**src/rtl/rci_sqrt.sv**
```systemverilog
// pipelined integer square root, one result bit per stage
module rci_sqrt #(
  parameter int unsigned IN_W   = 60,
  parameter int unsigned SIDE_W = 1
) (
  input  logic                clk_i,
  input  logic                rst_ni,
  input  logic                en_i,
  input  logic                valid_i,
  input  logic [IN_W-1:0]     rad_i,
  input  logic [SIDE_W-1:0]   side_i,
  output logic                valid_o,
  output logic [IN_W/2-1:0]   root_o,
  output logic [SIDE_W-1:0]   side_o
);

  localparam int unsigned OUT_W = IN_W / 2;
  localparam int unsigned REM_W = OUT_W + 3;

  logic [IN_W-1:0]   rad_q  [OUT_W];
  logic [REM_W-1:0]  rem_q  [OUT_W];
  logic [OUT_W-1:0]  root_q [OUT_W];
  logic [SIDE_W-1:0] side_q [OUT_W];
  logic [OUT_W-1:0]  vld_q;

  for (genvar i = 0; i < OUT_W; i++) begin : g_stage
    logic [IN_W-1:0]   rad_c;
    logic [REM_W-1:0]  rem_c;
    logic [OUT_W-1:0]  root_c;
    logic [SIDE_W-1:0] side_c;
    logic              vld_c;
    logic [REM_W-1:0]  rem_sh;
    logic [REM_W-1:0]  trial;

    // stage input select
    if (i == 0) begin : g_first
      assign rad_c  = rad_i;
      assign rem_c  = '0;
      assign root_c = '0;
      assign side_c = side_i;
      assign vld_c  = valid_i;
    end else begin : g_next
      assign rad_c  = rad_q[i-1];
      assign rem_c  = rem_q[i-1];
      assign root_c = root_q[i-1];
      assign side_c = side_q[i-1];
      assign vld_c  = vld_q[i-1];
    end

    // bring down two radicand bits, trial subtract
    assign rem_sh = {rem_c[REM_W-3:0], rad_c[IN_W-1 -: 2]};
    assign trial  = {1'b0, root_c, 2'b01};

    always_ff @(posedge clk_i or negedge rst_ni) begin
      if (!rst_ni) begin
        vld_q[i] <= 1'b0;
      end else if (en_i) begin
        vld_q[i] <= vld_c;
      end
    end

    always_ff @(posedge clk_i) begin
      if (en_i) begin
        rad_q[i]  <= rad_c << 2;
        side_q[i] <= side_c;
        if (rem_sh >= trial) begin
          rem_q[i]  <= rem_sh - trial;
          root_q[i] <= {root_c[OUT_W-2:0], 1'b1};
        end else begin
          rem_q[i]  <= rem_sh;
          root_q[i] <= {root_c[OUT_W-2:0], 1'b0};
        end
      end
    end
  end

  assign valid_o = vld_q[OUT_W-1];
  assign root_o  = root_q[OUT_W-1];
  assign side_o  = side_q[OUT_W-1];

endmodule

```
**config.mk**
```make
export PLATFORM = sky130hd
export DESIGN_NAME = rci_sqrt
export DESIGN_NICKNAME = d
export VERILOG_FILES = /design/src/rtl/rci_sqrt.sv
export SDC_FILE = /design/constraint.sdc
export NUM_CORES = 2
export LEC_CHECK = 0
export BUFFER_PORTS_ARGS = -buffer_cell sky130_fd_sc_hd__buf_4
export CAP_MARGIN = 25
export CORE_MARGIN = 10
export CORE_UTILIZATION = 39
export CTS_BUF_LIST = sky130_fd_sc_hd__clkbuf_16
export DETAILED_ROUTE_END_ITERATION = 6
export GPL_ROUTABILITY_DRIVEN = 1
export PLACE_DENSITY_LB_ADDON = 0.2
export SLEW_MARGIN = 20
export SYNTH_ARGS = -nofsm -noshare
export SYNTH_HDL_FRONTEND = slang
export SYNTH_SLANG_ARGS = --single-unit
```
**constraint.sdc**
```tcl
create_clock -name clk_i -period 3.8 [get_ports clk_i]
set_input_delay 1.14 -clock clk_i [delete_from_list [all_inputs] [get_ports clk_i]]
set_output_delay 1.14 -clock clk_i [all_outputs]
set_load 0.01 [all_outputs]
```
# After elaboration in Yosys (flattened, before gate mapping)

Memories as Yosys holds them, arrays and structs flattened.
Index checks and enable logic that the tools add are counted.

Register bits: 30
Bits in latches: 0
Memory bits (writable): 3660
Memory bits (read-only): 0
Bits of input ports: 65
Output and inout bits: 32
Logic and storage cells: 396
Memories kept: 4

$add $sub $neg: 30
$mul: 0
Divide/modulo/power cells: 0
Order comparisons: 30
Equality and inequality tests: 0
Shift-type cells: 0
Mux-type cells: 242
Bitwise logic cells: 60
Reduce and logical (&&, ||, !) cells: 0

Memories:

| memory | depth | width | rd ports | clocked after memory_dff | wr ports | RTL line | source |
|---|---|---|---|---|---|---|---|
| rad_q  | 30    | 58    | 29       | 0                        | 30       | 20       | `logic [IN_W-1:0] rad_q [OUT_W];` |
| rem_q  | 30    | 33    | 29       | 0                        | 30       | 21       | `logic [REM_W-1:0] rem_q [OUT_W];` |
| root_q | 30    | 30    | 30       | 0                        | 30       | 22       | `logic [OUT_W-1:0] root_q [OUT_W];` |
| side_q | 30    | 1     | 30       | 0                        | 30       | 23       | `logic [SIDE_W-1:0] side_q [OUT_W];` |

Operator list:

| kind                  | number |
|---|---|
| $mux W33              | 30 |
| $ge A33 B32 Y1        | 29 |
| $sub A33 B32 Y33      | 29 |
| $mux W30              | 30 |
| $mux W1               | 182 |
| $or A1 B1 Y1          | 60 |
| $sub A2 B1 Y3 const B | 1 |
| $ge A2 B1 Y1 const B  | 1 |

# Depth between registers and ports, before layout

An unclocked memory read counts as a cell.

Depth in word-level cells: 6
Mapped depth: 14
Gate-level depth less buffers: 12

# Worst setup path before layout

Ideal clock, no wire load.

Path type: input port to flip-flop
From: input en_i
To: memory rem_q[1][396] (netlist name) (enable)
Library setup time: 0.439 ns
Arrival: 3.540 ns
Required time: 3.361 ns
Path slack: -0.179 ns
Cell stages on the path: 4
Buffers on the path: 4
Cells stage by stage: clkbuf_1 > clkbuf_1 > clkbuf_1 > clkbuf_1

RTL lines:

| what            | RTL line | source |
|---|---|---|
| start, declared | 8        | `input logic en_i,` |
| end, declared   | 21       |  |

==> flow_summary.toml <==
[outcome]
outcome = "complete, no violations"

[routing]
wl_per_cell_um = 18.6
vias = 61900
drt_wl_total_um = 225000
drc = 0
drtIter0Drc = 4268
viasPerCell = 5.11
antenna_left = 0
drtPass1Iterations = 5

[sta]
fin_crit_ps = 3730
rsz0062_at_grt = "true"
hold_violations = 0
fin_worst_skew_ps = 70.5
tns_ps = 0
setup_viol = 0
slew_headroom_pct = 29.2
tightest_slew_ps = 1060
fin_crit_sh_pct = 98.2
maxSlewViolCount = 0
fmax_mhz = 268

[cells_and_area]
final_cell_mix = "edfxtp_1 (2220), inv_1 (660), nand2_1 (586), ha_1 (497), o21ai_0 (488)"
drive_above_1_share_pct = 10.1
final_area_um2 = 119000
syn2layout_area_growth_pct = 14.3
fin_nets = 8940
finish.utilization_pct = 44.8
final_common_cell = "edfxtp_1"

[critical_path]
path_delay_family = "simple AND/OR/NAND/NOR gates"
cp-startpoint = "rem_q[0][208]$_DFFE_PP_"
crit_chain = "or4_4 > or4_4 > or3_4 > or4_4 > or2_4 > or3_4 > nor3_4 > buf_6 > nor4_1 > xor2_1"
cp.depth = 10
path_class = "reg2reg"
reg2reg_slack_ps = 70
rr_worst_depth = 10
reg2reg_from = "rem_q[0][208]$_DFFE_PP_"
cp.buffers_inverters = 1
slowest_delay_ps = 560
reg2reg_to = "rem_q[0][261]$_DFFE_PP_"
crit_top_cell = "or4_4"
setup.worst_path.start_class = "flip-flop"
cp-endpoint = "rem_q[0][261]$_DFFE_PP_"
cp_data_required_time_ps = 4420
crit_slowest_cell = "or4_4"
worstSetupEndpointType = "flip-flop"
critPathMaxFanout = 10
worstPathArrival_ps = 4360

[synthesis]
async_flop_share_pct = 1.33
synthTopCellsByArea = "edfxtp_1 (64%), ha_1 (6.0%), xor2_1 (3.0%)"
synthesis.nets = 8562
yosysWarnings = 0
syn_area_um2 = 104000
syn_avg_cell_area_um2 = 13.0
ys_dominant_reg_cell = "edfxtp_1"
yosysSeqAreaShare_pct = 64.8
synth_top_area_share_pct = 64.0
synth_cell_types = 88
synth_top_cell_by_area = "edfxtp_1"
ys_ff_latch = 2251
syn_inst = 8000
synth_edf_count = 2220

[clocking]
insertion_delay_ps = 920
clock_sinks = 2251
max-clock-path-buffers = 4
clk_pin_slew_ps = 60
cts_tree = "built"
cts_buffers = 249
root_buffer = "clkbuf_16"
htreeDepth = 4
hold_buffers = 0

[grt]
antenna_found_initial = 5
grt_pass1_vias = 62000
grt_max_degree = 186
grt_remaining_overflow = 0
grt_pass1_wl_um = 352000
grt_usage_pct = 15.2

[run]
maxCapViolCount = 0

[placed_design]
io_buffer_count = 96
gp_congestion = 0.863
place_area_um2 = 111000
hpwl_um = 164000

[floorplan]
die_y_um = 537
std_cell_rows = 189
fp.coreArea_um2 = 266000
fp.dieW_um = 537
start_util_pct = 39.2
dieArea_um2 = 288000
num_io_pins = 97

[pwr]
ir_worst_vdd_uv = 454
power.total_mw = 72.8
power_density_nw_per_um2 = 611
leakagePower_nw = 45.2

[worst_hold_path]
hold_path.class = "in2async"
## through the flow
stage / hold WS [ps] / setup WS [ps] / std cells
global placement: 400 / -88.7 / 11700
detailed placement: 405 / -110 / 11700
floorplan: 400 / -9.65 / 8000
finish: 140 / 68.3 / 12100
global route: 128 / -35.2 / 12100
CTS: 96.9 / 63.2 / 12100
## area by class of cell
type / instances / area, um2
Tap cell: 3533 / 4420
Clock buffer: 250 / 6260
Fill cell: 24000 / 147000
Clock inverter: 205 / 2080
Antenna cell: 3 / 7.51
Timing Repair Buffer: 301 / 2640
Sequential cell: 2251 / 67400
Inverter: 635 / 2380
Multi-Input combinational cell: 4940 / 33800
## worst register-to-register path: cells and delay by family, from the launching register on
kind	cells	cell delay, ps
xor+xnor	1	160
buf+inv	1	170
flops	1	410
simple gates	8	2720
## cells in the mapped netlist (55+ instances only)
cell,number
nor2b_1,70
a21o_1,201
xor2_1,360
edfxtp_1,2220
o21a_1,99
nand3_1,119
ha_1,497
or3_1,89
nand2b_1,108
xnor2_1,353
a21oi_1,405
nor4_1,102
mux2_2,78
clkbuf_1,160
nand4_1,83
nor3_1,225
or4_1,55
o21ai_0,488
nor2_1,373
inv_1,633
nand2_1,586
## where the power goes
part	switching (mW)	internal (mW)	leakage, nW
sequential	2.26	31.5	21.8
clock	9.92	14.5	4.15
combinational	8.30	6.24	19.2
total	20.5	52.3	45.2
## timing repair
action / 4_1_cts / 5_1_grt
resized for setup: 0 / 10
setup buffers: 0 / 3
hold endpoints to repair: 0 / 0
setup endpoints to repair: 0 / 21
## cell families (layout without fill, tap and decap cells)
logic type               count (synthesis)  in the layout  synth area share, %
flip-flops                            2251           2251                 64.8
multiplexers                            88             88                0.940
XOR/XNOR                               713            713                 6.00
other                                    0              3                    0
buffers and inverters                  809           1391                 2.93
AND/OR/NAND/NOR                       2072           2072                 10.1
AO/OA/AOI/OAI                         1570           1570                 9.32
adder cells (fa/ha/maj)                497            497                 5.97
## routing by layer
metal	vias to the layer above	global-route usage (%)	routed length, um
met5	-	0	11
met4	2	5.38	8050
met3	410	2.21	8310
met2	1083	27.2	114000
met1	30100	18.7	94500
li1	30400	-	-
## how the worst min path moves through the flow
stage          depth (start not counted)                             to  slack, ps              startpoint
3_3_place_gp                           0         side_q[1][2]$_DFFE_PP_        400  side_q[1][1]$_DFFE_PP_
2_1_floorplan                          0        rad_q[0][100]$_DFFE_PP_        400  rad_q[0][40]$_DFFE_PP_
5_1_grt                                1  g_stage[28].vld_c$_DFFE_PN0P_        130                  rst_ni
6_report                               1  g_stage[28].vld_c$_DFFE_PN0P_        140                  rst_ni
4_1_cts                                1  g_stage[28].vld_c$_DFFE_PN0P_        100                  rst_ni
3_5_place_dp                           0        rad_q[0][139]$_DFFE_PP_        400  rad_q[0][79]$_DFFE_PP_
## sequential cells by signal, summed over array words and instances, names as in the netlist
name and count:
valid_o 1, g_stage.vld_c 29, rad_q 870, root_q 465, side_q 30, rem_q 856
Note: power is estimated with default switching activity, not from simulation.
