===== src/rtl/rci_div.sv =====
// pipelined restoring divider, two numerators over one divisor, one bit per stage
module rci_div #(
  parameter int unsigned N_W    = 44,
  parameter int unsigned D_W    = 30,
  parameter int unsigned Q_W    = 15,
  parameter int unsigned SIDE_W = 1
) (
  input  logic              clk_i,
  input  logic              rst_ni,
  input  logic              en_i,
  input  logic              valid_i,
  input  logic [N_W-1:0]    num_a_i,
  input  logic [N_W-1:0]    num_b_i,
  input  logic [D_W-1:0]    den_i,
  input  logic [SIDE_W-1:0] side_i,
  output logic              valid_o,
  output logic [Q_W-1:0]    quo_a_o,
  output logic [Q_W-1:0]    quo_b_o,
  output logic [SIDE_W-1:0] side_o
);

  localparam int unsigned REM_W = D_W + 1;

  logic [REM_W-1:0]  rem_a_q [Q_W];
  logic [REM_W-1:0]  rem_b_q [Q_W];
  logic [Q_W-1:0]    lo_a_q  [Q_W];
  logic [Q_W-1:0]    lo_b_q  [Q_W];
  logic [Q_W-1:0]    quo_a_q [Q_W];
  logic [Q_W-1:0]    quo_b_q [Q_W];
  logic [D_W-1:0]    den_q   [Q_W];
  logic [SIDE_W-1:0] side_q  [Q_W];
  logic [Q_W-1:0]    vld_q;

  for (genvar i = 0; i < Q_W; i++) begin : g_stage
    logic [REM_W-1:0]  rem_a_c, rem_b_c;
    logic [Q_W-1:0]    lo_a_c, lo_b_c;
    logic [Q_W-1:0]    quo_a_c, quo_b_c;
    logic [D_W-1:0]    den_c;
    logic [SIDE_W-1:0] side_c;
    logic              vld_c;
    logic [REM_W-1:0]  sh_a, sh_b;
    logic [REM_W-1:0]  den_x;

    // stage input select; the top part of the numerator starts as remainder
    if (i == 0) begin : g_first
      assign rem_a_c = REM_W'(num_a_i[N_W-1:Q_W]);
      assign rem_b_c = REM_W'(num_b_i[N_W-1:Q_W]);
      assign lo_a_c  = num_a_i[Q_W-1:0];
      assign lo_b_c  = num_b_i[Q_W-1:0];
      assign quo_a_c = '0;
      assign quo_b_c = '0;
      assign den_c   = den_i;
      assign side_c  = side_i;
      assign vld_c   = valid_i;
    end else begin : g_next
      assign rem_a_c = rem_a_q[i-1];
      assign rem_b_c = rem_b_q[i-1];
      assign lo_a_c  = lo_a_q[i-1];
      assign lo_b_c  = lo_b_q[i-1];
      assign quo_a_c = quo_a_q[i-1];
      assign quo_b_c = quo_b_q[i-1];
      assign den_c   = den_q[i-1];
      assign side_c  = side_q[i-1];
      assign vld_c   = vld_q[i-1];
    end

    // shift in next numerator bit
    assign sh_a  = {rem_a_c[REM_W-2:0], lo_a_c[Q_W-1]};
    assign sh_b  = {rem_b_c[REM_W-2:0], lo_b_c[Q_W-1]};
    assign den_x = {1'b0, den_c};

    always_ff @(posedge clk_i or negedge rst_ni) begin
      if (!rst_ni) begin
        vld_q[i] <= 1'b0;
      end else if (en_i) begin
        vld_q[i] <= vld_c;
      end
    end

    always_ff @(posedge clk_i) begin
      if (en_i) begin
        lo_a_q[i]  <= lo_a_c << 1;
        lo_b_q[i]  <= lo_b_c << 1;
        den_q[i]   <= den_c;
        side_q[i]  <= side_c;
        if (sh_a >= den_x) begin
          rem_a_q[i] <= sh_a - den_x;
          quo_a_q[i] <= {quo_a_c[Q_W-2:0], 1'b1};
        end else begin
          rem_a_q[i] <= sh_a;
          quo_a_q[i] <= {quo_a_c[Q_W-2:0], 1'b0};
        end
        if (sh_b >= den_x) begin
          rem_b_q[i] <= sh_b - den_x;
          quo_b_q[i] <= {quo_b_c[Q_W-2:0], 1'b1};
        end else begin
          rem_b_q[i] <= sh_b;
          quo_b_q[i] <= {quo_b_c[Q_W-2:0], 1'b0};
        end
      end
    end
  end

  assign valid_o = vld_q[Q_W-1];
  assign quo_a_o = quo_a_q[Q_W-1];
  assign quo_b_o = quo_b_q[Q_W-1];
  assign side_o  = side_q[Q_W-1];

endmodule


===== config.mk =====
export PLATFORM = sky130hd
export DESIGN_NAME = rci_div
export DESIGN_NICKNAME = d
export VERILOG_FILES = /design/src/rtl/rci_div.sv
export SDC_FILE = /design/constraint.sdc
export NUM_CORES = 2
export LEC_CHECK = 0
export BUFFER_PORTS_ARGS = -buffer_cell sky130_fd_sc_hd__buf_2
export CORE_MARGIN = 2
export CORE_UTILIZATION = 45
export DETAILED_ROUTE_END_ITERATION = 8
export SYNTH_ARGS = -nofsm -noshare
export SYNTH_HDL_FRONTEND = slang
export SYNTH_SLANG_ARGS = --single-unit

===== constraint.sdc =====
create_clock -name clk_i -period 4.5 [get_ports clk_i]
set_input_delay 0.45 -clock clk_i [delete_from_list [all_inputs] [get_ports clk_i]]
set_output_delay 0.45 -clock clk_i [all_outputs]
set_load 0.02 [all_outputs]

## Yosys cells after proc, flatten, opt, wreduce, memory -nomap -nowiden

Memory sizes are Yosys's and may differ from the RTL's.
Index checks and enable logic that the tools add are counted.

- Flip-flop bits (word level): 15
- Latch bits: 0
- Output and inout port bits: 32
- Memories kept: 8
- ROM bits: 0
- RAM bits: 2265

Memories:

| memory | words | bits a word | read ports | clocked after memory_dff | write ports | RTL line | source |
|---|---|---|---|---|---|---|---|
| rem_a_q | 15 | 31 | 14 | 0 | 15 | 24 | `logic [REM_W-1:0] rem_a_q [Q_W];` |
| rem_b_q | 15 | 31 | 14 | 0 | 15 | 25 | `logic [REM_W-1:0] rem_b_q [Q_W];` |
| den_q | 15 | 30 | 14 | 0 | 15 | 30 | `logic [D_W-1:0] den_q [Q_W];` |
| quo_a_q | 15 | 15 | 15 | 0 | 15 | 28 | `logic [Q_W-1:0] quo_a_q [Q_W];` |
| quo_b_q | 15 | 15 | 15 | 0 | 15 | 29 | `logic [Q_W-1:0] quo_b_q [Q_W];` |
| lo_a_q | 15 | 14 | 14 | 0 | 15 | 26 | `logic [Q_W-1:0] lo_a_q [Q_W];` |
| +2 memories | - | - | - | - | - | - |  |

- $mul: 0
- $add $sub $neg: 30
- Shift-type cells: 0
- Mux-type cells: 242
- Equal/unequal tests: 0
- Bitwise operators: 60
- Reduce and logical (&&, ||, !) cells: 0
- Divide/modulo/power cells: 0
- Order comparisons: 30

Operators by type and width:

| operator | number |
|---|---|
| 31-bit two-way mux | 30 |
| 31-bit by 30-bit >= comparator with 1-bit output | 28 |
| 31-bit by 30-bit subtractor with 31-bit output | 28 |
| 15-bit two-way mux | 30 |
| 1-bit two-way mux | 182 |
| 30-bit by 30-bit subtractor with 31-bit output | 2 |
| 30-bit >= comparator | 2 |
| 1-bit bitwise OR | 60 |

## Logic depth before layout (Yosys ltp)

An unclocked memory read counts as a cell.

- Depth in word-level cells: 6
- Mapped depth: 16

## Least setup slack after synthesis

Ideal clock, no wire load.

- Path kind: flip-flop to flip-flop
- Start: memory lo_a_q[0][69] (netlist bit)
- End: memory rem_a_q[0][177] (netlist bit), data pin
- Data required time: 4.240 ns
- Slack: 0.934 ns
- Clock period less this slack: 3.566 ns
- Stages on the path, launching flop included: 16
- Data arrival time: 3.307 ns
- Path buffers: 0
- Cell sequence: edfxtp_1 > inv_1 > ha_1 > inv_1 > fa_1 > a21o_1 > a21oi_1 > o21bai_1 > a2111o_1 > a311oi_1 > o21bai_1 > a21o_1 > a311oi_2 > o21ai_0 > xor2_1 > mux2_2

RTL lines:

| element | RTL line |
|---|---|
| from (decl) | 26 |
| to (decl) | 24 |

==> impl_metrics.ini <==
[clocking]
numClockSinks = 1740
cts_tree = built
clock_latency_ns = 0.87
cts_buffer_depth = 3
cts_root_buf = clkbuf_16
clkTransAtPathRegs_ns = 0.06
cts_inserted_buffers = 198
h-tree-depth = 4

[power_and_ir_drop]
power_leakage_nw = 48.6
p_per_area_nw_per_um2 = 728
pwr-share-seq = 0.328
switching_share = 0.396
combPwrFrac = 0.483
p_int_mw = 52.7
power_mw = 87.2
peakVddDrop_v = 0.000380
power.switching_mw = 34.5
clkPwrFrac = 0.188

[setup_path]
endpoint_kind = flip-flop
start_kind = flip-flop
crit_fanout = 41
required_ns = 5.11
arrival_ns = 4.98
critPathKind = flip-flop to flip-flop

[cells_and_area]
drive_gt1_frac = 0.122
fin_cells = 13200
nets = 10900
syn2layout_area_growth_pct = 12.9

[floorplanning]
fp.dieH_um = 489
ioPinCount = 155
core-area_sq_um = 235000
row_count = 178
dieArea_sq_um = 240000
start_util = 0.452
die_width_um = 489

[flow_run]
drv_cap = 0

[yosys]
yosysUniqueCellTypes = 97
synth_seq_area_share = 0.492
synth.avg_cell_area_sq_um = 11.2
yosysWarnings = 0
ys_ff_latch = 1740
syn-cell-area_sq_um = 106000
synth-async-reset-ratio = 0.00862
ys.flop_type = edfxtp_1
synth_nets = 10500
synth_cells = 9472
synth_edf_count = 1723

[sta]
fmax_ghz = 0.229
setup_ws_ns = 0.125
rsz0062_at_grt = false
drv_slew = 0
fin_crit_ns = 4.38
worst_pin_slew_ns = 1.16
slew_headroom = 0.228
finalHoldViolCount = 0
setup_viol = 0
min_period_over_period = 0.972
finalClockSkew_ns = 0.0287

[drt]
drtAntennaViolNets = 0
drtIter0Drc = 6676
wire_per_inst_um = 24.7
drtPass1Iterations = 6
drc = 0
num_vias = 75300
viasPerCell = 5.70
wirelength_um = 327000

[global_routing]
grt_pass1_wl_um = 480000
antenna_found_initial = 21
first_global_vias = 73900
overflow = 0
grt_max_degree = 168
grt_util_all_layers = 0.269

[outcome]
outcome = finished, final reports clean

[placed_design]
place.gp.congestion = 0.962
dp_cells = 12700
place_hpwl_um = 262000
post-place-ws_ns = -0.0422
port_buffers = 154

[min_path]
min_path_type = primary input to flip-flop
-- cell families after synthesis --
kind of cell	count (synthesis)	share of synthesized area
multiplexers	535	0.0567
flip-flops	1740	0.492
XOR/XNOR	714	0.0590
AND/OR/NAND/NOR	1996	0.0906
buffers and inverters	965	0.0354
AO/OA/AOI/OAI	2594	0.155
adder cells (fa/ha/maj)	928	0.111
-- synthesized netlist by cell type, drive strengths merged (166+ instances only) --
cell type  number  area (sq um)
edfxtp       1723         51700
nand2         571          2150
a21oi         850          4270
xnor2         454          3980
o21ai         552          2770
nor2          526          1970
xor2          260          2280
ha            900         11300
inv           711          2670
nand3         166           831
mux2          502          5680
a21o          478          3590
clkbuf        176           661
-- repair_timing --
| action | CTS | global route |
|---|---|---|
| setup endpoints to repair | 26 | 63 |
| buffers inserted | 0 | 3 |
| resized for setup | 3 | 12 |
| endpoints found under the hold margin | 137 | 0 |
| pin swaps | 0 | 1 |
| hold buffers | 122 | 0 |
-- state kept, by name (all words and copies together) (netlist names) --
| register | cells |
|---|---|
| den_q | 420 |
| rem_a_q | 420 |
| rem_b_q | 420 |
| quo_a_q | 120 |
| quo_b_q | 120 |
| lo_a_q | 105 |
| lo_b_q | 105 |
| side_q | 15 |
| g_stage.vld_c | 14 |
| valid_o | 1 |
-- layout make-up --
class / count / area (sq um)
Sequential cell: 1740 / 52200
Tap cell: 3150 / 3940
Clock buffer: 237 / 5250
Timing Repair Buffer: 471 / 3920
Antenna cell: 8 / 20.0
Clock inverter: 124 / 1360
Inverter: 711 / 2670
Multi-Input combinational cell: 6767 / 50400
Fill cell: 21000 / 115000
-- critical path, cell delays in order (launching register included) --
cell and delay, ns:
edfxtp_1 0.51, inv_1 0.23, ha_1 0.31, nor2b_1 0.15
o21ai_0 0.28, a21o_1 0.31, a31oi_1 0.23, a221o_1 0.37
a41o_1 0.42, a2111oi_0 0.45, nor2_1 0.10, a21o_1 0.21
buf_12 0.17, mux2_2 0.31
-- power by group through the flow --
| stage | combinational, mW | sequential, mW | clock, mW |
|---|---|---|---|
| finish | 42.1 | 28.6 | 16.4 |
| global route | 46.2 | 28.9 | 17.4 |
| CTS | 41.7 | 28.7 | 16.9 |
| detailed placement | 41.3 | 28.9 | 0 |
| global placement | 41.0 | 29.0 | 0 |
| floorplan | 30.0 | 26.3 | 0 |
-- per-stage QoR --
step	hold slack, ns	util	TNS [ns]	cell area (sq um)
finish	0.158	0.510	0	120000
global route	0.143	0.510	0	120000
CTS	0.0796	0.510	0	120000
detailed placement	0.373	0.476	-0.367	112000
global placement	0.363	0.476	-0.861	112000
floorplan	0.154	-	0	106000
-- per-layer routing --
metal  GRT usage  part of all wire
met5           0           0.00024
met4      0.0775             0.029
met3      0.0402             0.057
met2       0.452              0.48
met1       0.359              0.44
-- final timing paths --
| path | from | to | slack, ns | depth (start not counted) |
|---|---|---|---|---|
| worst max-delay path | den_q[1][61] | rem_b_q[1][103] | 0.12 | 13 |
| worst min-delay path | num_a_i[29] | rem_a_q[0][15] | 0.16 | 3 |
| worst max register to register | den_q[1][61] | rem_b_q[1][103] | 0.12 | 13 |
| worst min register to register | lo_a_q[0][31] | lo_a_q[0][46] | 0.41 | 0 |
| max in group asynchronous | rst_ni | valid_o | 3.33 | 3 |
| min in group asynchronous | rst_ni | g_stage[11].vld_c | 0.73 | 3 |
-- cells in the final DEF, fill, tap and decap left out, drive strengths merged, types with 122 or more instances in the layout --
master and instances:
edfxtp 1723, ha 900, a21oi 850, inv 722
nand2 571, o21ai 552, nor2 526, mux2 502
a21o 478, xnor2 454, buf 349, xor2 260
clkbuf 237, nand3 166, nand4 137, nor2b 128
dlygate4sd3 122
No activity file was read; power rests on OpenSTA's default activity.
